[src/hw/rtl/ifsc_pkg.sv]
// shared types, constants and codes for the indexed frame scroll/clear engine
`timescale 1ns / 1ps

package ifsc_pkg;

   localparam int WIDTH       = 256;
   localparam int HEIGHT      = 160;
   localparam int FRAME_SIZE  = WIDTH * HEIGHT;
   localparam int ADDR_W      = $clog2(FRAME_SIZE);
   localparam int X_W         = $clog2(WIDTH);
   localparam int Y_W         = $clog2(HEIGHT);
   localparam int SIZE_W      = 11;
   localparam int SHIFT_W     = 5;
   localparam int SHIFT_LIMIT = 16;
   localparam int DATA_W      = 8;

   typedef enum logic [1:0] {
      ACT_REG_READ    = 2'd0,
      ACT_REG_WRITE   = 2'd1,
      ACT_PIXEL_READ  = 2'd2,
      ACT_PIXEL_WRITE = 2'd3
   } action_type;

   localparam logic SEL_ARGUMENT = 1'b0;
   localparam logic SEL_COMMAND  = 1'b1;

   localparam logic [7:0] CMD_NOP        = 8'h00;
   localparam logic [7:0] CMD_FILL       = 8'h01;
   localparam logic [7:0] CMD_NOP_2      = 8'h02;
   localparam logic [7:0] CMD_NOP_3      = 8'h03;
   localparam logic [7:0] CMD_ROT_LEFT   = 8'h04;
   localparam logic [7:0] CMD_ROT_RIGHT  = 8'h05;
   localparam logic [7:0] CMD_ROT_UP     = 8'h06;
   localparam logic [7:0] CMD_ROT_DOWN   = 8'h07;
   localparam logic [7:0] CMD_NOP_8      = 8'h08;
   localparam logic [7:0] CMD_ERROR_MARK = 8'h00;

   typedef enum logic [1:0] {
      MODE_FILL = 2'd0,
      MODE_ROW  = 2'd1,
      MODE_COL  = 2'd2
   } sweep_mode_type;

   typedef enum logic [2:0] {
      PH_IDLE  = 3'd0,
      PH_MOD   = 3'd1,
      PH_PREP  = 3'd2,
      PH_RUN   = 3'd3,
      PH_DRAIN = 3'd4
   } sweep_phase_type;

   typedef enum logic [1:0] {
      ST_INIT  = 2'd0,
      ST_IDLE  = 2'd1,
      ST_PREAD = 2'd2,
      ST_SWEEP = 2'd3
   } engine_state_type;

   typedef struct packed {
      logic              busy;
      logic              rd_en;
      logic [ADDR_W-1:0] rd_addr;
      logic              wr_en;
      logic [ADDR_W-1:0] wr_addr;
      logic              wr_copy;
      logic              flip;
   } sweep_ctl_type;

endpackage

[src/hw/rtl/ifsc_sweep.sv]
// address sequencer for fill and rotate sweeps over the frame store
`timescale 1ns / 1ps

module ifsc_sweep (
   input  logic                            clock,
   input  logic                            reset,
   input  logic                            start,
   input  ifsc_pkg::sweep_mode_type        mode,
   input  logic                            reverse,
   input  logic [ifsc_pkg::SHIFT_W-1:0]    shift,
   output ifsc_pkg::sweep_ctl_type         ctl
);

   import ifsc_pkg::*;

   sweep_phase_type   phase_ff, phase_in;
   sweep_mode_type    mode_ff, mode_in;
   logic              reverse_ff, reverse_in;
   logic [SHIFT_W-1:0] sh_ff, sh_in;
   logic [X_W-1:0]    x_ff, x_in;
   logic [Y_W-1:0]    y_ff, y_in;
   logic [X_W-1:0]    sx_ff, sx_in;
   logic [X_W-1:0]    rs_ff, rs_in;
   logic [ADDR_W-1:0] dst_ff, dst_in;
   logic [ADDR_W-1:0] base_ff, base_in;
   logic              wr_pend_ff, wr_pend_in;
   logic [ADDR_W-1:0] wr_addr_ff, wr_addr_in;

   logic [SIZE_W-1:0] size;
   logic [SIZE_W-1:0] eff;
   logic [ADDR_W:0]   base_next;
   logic [ADDR_W:0]   base_prod;
   logic              row_end;
   logic              last;
   logic              running;

   always_ff @(posedge clock) begin
      if (reset) begin
         phase_ff   <= PH_IDLE;
         wr_pend_ff <= 1'b0;
      end else begin
         phase_ff   <= phase_in;
         wr_pend_ff <= wr_pend_in;
      end
   end

   always_ff @(posedge clock) begin
      mode_ff    <= mode_in;
      reverse_ff <= reverse_in;
      sh_ff      <= sh_in;
      x_ff       <= x_in;
      y_ff       <= y_in;
      sx_ff      <= sx_in;
      rs_ff      <= rs_in;
      dst_ff     <= dst_in;
      base_ff    <= base_in;
      wr_addr_ff <= wr_addr_in;
   end

   assign size      = (mode_ff == MODE_COL) ? SIZE_W'(HEIGHT) : SIZE_W'(WIDTH);
   assign eff       = (reverse_ff && (sh_ff != '0)) ? size - SIZE_W'(sh_ff) : SIZE_W'(sh_ff);
   assign base_prod = (ADDR_W+1)'(eff) * (ADDR_W+1)'(WIDTH);
   assign row_end   = (x_ff == X_W'(WIDTH - 1));
   assign last      = row_end && (y_ff == Y_W'(HEIGHT - 1));
   assign running   = (phase_ff == PH_RUN);

   always_comb begin
      base_next = (ADDR_W+1)'(base_ff) + (ADDR_W+1)'(WIDTH);
      if (base_next >= (ADDR_W+1)'(FRAME_SIZE)) begin
         base_next = base_next - (ADDR_W+1)'(FRAME_SIZE);
      end
   end

   always_comb begin
      phase_in   = phase_ff;
      mode_in    = mode_ff;
      reverse_in = reverse_ff;
      sh_in      = sh_ff;
      x_in       = x_ff;
      y_in       = y_ff;
      sx_in      = sx_ff;
      rs_in      = rs_ff;
      dst_in     = dst_ff;
      base_in    = base_ff;
      wr_pend_in = running && (mode_ff != MODE_FILL);
      wr_addr_in = dst_ff;
      unique case (phase_ff)
         PH_IDLE: begin
            if (start) begin
               mode_in    = mode;
               reverse_in = reverse;
               sh_in      = shift;
               x_in       = '0;
               y_in       = '0;
               sx_in      = '0;
               rs_in      = '0;
               dst_in     = '0;
               base_in    = '0;
               phase_in   = (mode == MODE_FILL) ? PH_RUN : PH_MOD;
            end
         end
         PH_MOD: begin
            // reduce the shift modulo the rotated dimension
            if (SIZE_W'(sh_ff) >= size) begin
               sh_in = SHIFT_W'(SIZE_W'(sh_ff) - size);
            end else begin
               phase_in = PH_PREP;
            end
         end
         PH_PREP: begin
            if (mode_ff == MODE_ROW) begin
               rs_in   = X_W'(eff);
               sx_in   = X_W'(eff);
               base_in = '0;
            end else begin
               rs_in   = '0;
               sx_in   = '0;
               base_in = ADDR_W'(base_prod);
            end
            phase_in = PH_RUN;
         end
         PH_RUN: begin
            dst_in = dst_ff + ADDR_W'(1);
            if (row_end) begin
               x_in    = '0;
               y_in    = y_ff + Y_W'(1);
               sx_in   = rs_ff;
               base_in = ADDR_W'(base_next);
            end else begin
               x_in  = x_ff + X_W'(1);
               sx_in = (sx_ff == X_W'(WIDTH - 1)) ? '0 : sx_ff + X_W'(1);
            end
            if (last) begin
               phase_in = (mode_ff == MODE_FILL) ? PH_IDLE : PH_DRAIN;
            end
         end
         PH_DRAIN: begin
            phase_in = PH_IDLE;
         end
         default: begin
            phase_in = PH_IDLE;
         end
      endcase
   end

   always_comb begin
      ctl.busy    = (phase_ff != PH_IDLE);
      ctl.rd_en   = running && (mode_ff != MODE_FILL);
      ctl.rd_addr = base_ff + ADDR_W'(sx_ff);
      ctl.wr_en   = (running && (mode_ff == MODE_FILL)) || wr_pend_ff;
      ctl.wr_addr = wr_pend_ff ? wr_addr_ff : dst_ff;
      ctl.wr_copy = wr_pend_ff;
      ctl.flip    = (phase_ff == PH_DRAIN);
   end

endmodule

[config.mk]
export PLATFORM = sky130hd
export DESIGN_NAME = ifsc_sweep
export DESIGN_NICKNAME = d
export VERILOG_FILES = /design/src/hw/rtl/ifsc_pkg.sv /design/src/hw/rtl/ifsc_sweep.sv
export SDC_FILE = /design/constraint.sdc
export NUM_CORES = 1
export LEC_CHECK = 0
export ABC_AREA = 1
export BUFFER_PORTS_ARGS = -buffer_cell sky130_fd_sc_hd__clkbuf_2
export CORE_ASPECT_RATIO = 2
export CORE_MARGIN = 2
export CORE_UTILIZATION = 58
export DETAILED_ROUTE_END_ITERATION = 16
export PLACE_DENSITY = 0.79
export SETUP_SLACK_MARGIN = 0.15
export SYNTH_ARGS = -nofsm -noshare
export SYNTH_HDL_FRONTEND = slang
export SYNTH_SLANG_ARGS = --single-unit
export TNS_END_PERCENT = 30
[constraint.sdc]
create_clock -name clock -period 2.4 [get_ports clock]
set_input_delay 0.24 -clock clock [delete_from_list [all_inputs] [get_ports clock]]
set_output_delay 0.24 -clock clock [all_outputs]
set_load 0.05 [all_outputs]
==> metrics <==
placed cell area=4637 sq um; logic gate share of total power=21.0%; critical path startpoint category=flip-flop; largest net degree at the start of global routing=25; P per Cell Area=856.9 nW/um^2; Worst-Skew Late Latency=0.34 ns; leading cell types by count after synthesis=nand2_1 (98), inv_1 (66), edfxtp_1 (64); status=completed; post-synthesis sequential area ratio=54.17%; CTS buffer count=9; Slew HR=62.30%; Synth cell types=43; Final ANT Viol Nets=0; gr usage total=24.81%; # diodes=0; Core ar.=7212 sq um; hold crit path type=in2reg; RSZ-0062 raised after global routing=yes; Setup crit end kind=flip-flop; initial antenna violation count=0; Max Root-Sink Buffers=2; Worst path max stage delay=0.35 ns; global placer's final weighted congestion=0.9496; Worst EP arrival=2.40 ns; FF+latch count, synth=84; area grow syn2layout=15.73%; Crit-path slowest cell=edfxtp_1; sequential share of power=45.7%; Synth top area share=44.83%; TritonCTS Sinks=84; VDD IR-drop max=0.6735 mV; Clock transition at path regs=0.06 ns; postcts setup bufs=0; Crit Path Max Fanout=5; Max Slew Vio Count=0; fmax=456.6 MHz; Syn. warnings=0; met2 WL post-DR=5.293 mm; mux contribution to synthesized area=1.313%; Period Utilization, post-route=91.25%; post-synthesis cell type with the largest combined area=edfxtp_1; Period minus WS final=2.190 ns; GRT Residual Overflow=0; top cells by area, synth=edfxtp_1 (45%), dfxtp_1 (9.3%), nand2_1 (8.6%); Post-CTS Hold Buffers=0; Crit path top cell by count=inv_1; largest family of logic cells by synthesized area=simple AND/OR/NAND/NOR gates; Netlist Area Pre-Place=4287 sq um; wire length per cell=15.20 um; max cap viols=0; CTS tree=done; syn_nets=490; met3 WL=393 um; Syn Area/Cell=9.120 sq um; design area=4961 sq um; Net Sw Frac=32.28%; Detailed Place HPWL=7.169 mm; Die ar.=8136 sq um; Cells after Synth=470; clock power share=33.2%; Post-Synth XOR/XNOR Area=1.430%; # IOs=48; vias in the first global route=3366; most frequent cell after synthesis=nand2_1; Setup-failing EPs final=0; Die Wd=64.79 um; Starting DRT DRC Count=180; Compound-Gate Fraction of Synth Area=7.735%; worst path cell trace=inv_1 > ha_1 > inv_1 > nor3_1 > ha_1 > or2_2 > inv_1 > nand2_1 > xor2_1 > nand2_1 > nand3_1; leakage=2.164 nW; Simple-Gate Fraction of Synth Area=24.99%; drt first pass iters=4; first-pass GRT wire length=15.16 mm; commonest register cell after synthesis=edfxtp_1; adder-cell share of the synthesized area=2.627%; vias per inst=5.465; nets=545; DIE HEIGHT=125.6 um; Req. time, crit path=2.61 ns; Fin. Hold Viols=0; sw power=1.372 mW; num rows=44; Async SR Flop Fraction=0%; post_cts resized=0; layout cells sized above 1=21.13%; htree depth=3; Initial Utilization=59.44%; metal1 wirelength=3.207 mm; Post-synth EDFFs=64; IO buf count=47; Slew @ Worst Pin=0.5647 ns; Fin Setup TNS=0 ns; max layer used=met4; clk_skew=0.006145 ns; Pint=2.879 mW; clock root cell=clkbuf_16; kind of critical path=reg2reg; Remaining DRCs=0; Total Wirelength=9.453 mm; Vias=3399
## cells by family (layout without fill, tap and decap cells)
| kind of cell | count (synthesis) | count (layout) |
|---|---|---|
| compound gates | 59 | 59 |
| xor+xnor | 7 | 7 |
| fa+ha+maj | 9 | 9 |
| buf+inv | 82 | 142 |
| flops | 84 | 84 |
| mux | 5 | 5 |
| simple gates | 224 | 224 |
## worst max-delay path, delay by kind of cell, from the launching register on
kind | cells | cell delay (ns)
fa+ha+maj | 2 | 0.37
buf+inv | 3 | 0.29
flops | 1 | 0.35
xor+xnor | 1 | 0.33
simple gates | 5 | 0.71
## metrics by stage
stage / hold WS (ns) / std cells / power [mW] / worst slack [ns] / util [%]
after floorplan: 0.3094 / 470 / 2.614 / 0.1199 / -
after global placement: 0.3805 / 606 / 2.825 / 0.2785 / 64.30
after detailed placement: 0.3852 / 606 / 2.859 / 0.2550 / 64.30
after CTS: 0.06563 / 622 / 4.266 / 0.2415 / 68.68
final: 0.07571 / 622 / 4.251 / 0.2101 / 68.79
after global routing: 0.06326 / 622 / 4.414 / 0.1244 / 68.79
## layout by cell type (no fill, tap or decap), drive strengths merged
cell     synthesis  routed
or2              2       2
a211oi           1       1
inv             72      73
clkbuf           3      61
o21bai           2       2
and3             3       3
xnor2            3       3
a32o             1       1
mux2             5       5
ha               9       9
nor3            17      17
edfxtp          64      64
o31ai            1       1
xor2             4       4
nand3           35      35
a21oi           17      17
o21ai           29      29
clkinv           1       2
a31o             1       1
nor4             3       3
nor3b            1       1
nand4            6       6
nor2            55      55
dfxtp           20      20
o2111ai          1       1
o21a             2       2
o22ai            2       2
nand2          102     102
a31oi            2       2
buf              6       6
## power groups by stage
stage	registers, mW	clock network (mW)	logic, mW
2_1_floorplan	2.08	0	0.535
3_3_place_gp	1.95	0	0.873
3_5_place_dp	1.97	0	0.889
4_1_cts	1.94	1.43	0.895
5_1_grt	1.97	1.48	0.968
6_report	1.94	1.41	0.895
## per-layer routing
layer	GRT usage [%]	vias to the layer above
met1	23.22	1576
met4	15.39	0
met5	0	-
met3	5.126	38
li1	-	1674
met2	46.51	111
## registers in the layout (all words and copies together) (netlist names)
| register | count |
|---|---|
| base_ff | 8 |
| dst_ff | 16 |
| mode_ff | 2 |
| phase_ff | 3 |
| reverse_ff | 1 |
| rs_ff | 8 |
| sh_ff | 5 |
| sx_ff | 8 |
| wr_addr_ff | 16 |
| wr_pend_ff | 1 |
| x_ff | 8 |
| y_ff | 8 |
## worst paths after layout
check | slack (ns) | start | to | cells after the start
worst max-delay path | 0.21 | sh_ff[0] | sx_ff[2] | 11
worst min-delay path | 0.08 | shift[4] | sh_ff[4] | 1
worst max register to register | 0.21 | sh_ff[0] | sx_ff[2] | 11
worst min register to register | 0.41 | dst_ff[15] | wr_addr_ff[15] | 0
## cell type report
| cell class | instances | area (sq um) |
|---|---|---|
| flip-flops and latches | 84 | 2322 |
| inverters | 73 | 274.0 |
| clock inverters | 2 | 11.26 |
| repair buffers | 53 | 280.3 |
| well taps | 92 | 115.1 |
| fillers | 581 | 2251 |
| multi-input cells | 304 | 1653 |
| clock buffers | 14 | 305.3 |
No activity file was read; power rests on OpenSTA's default activity.
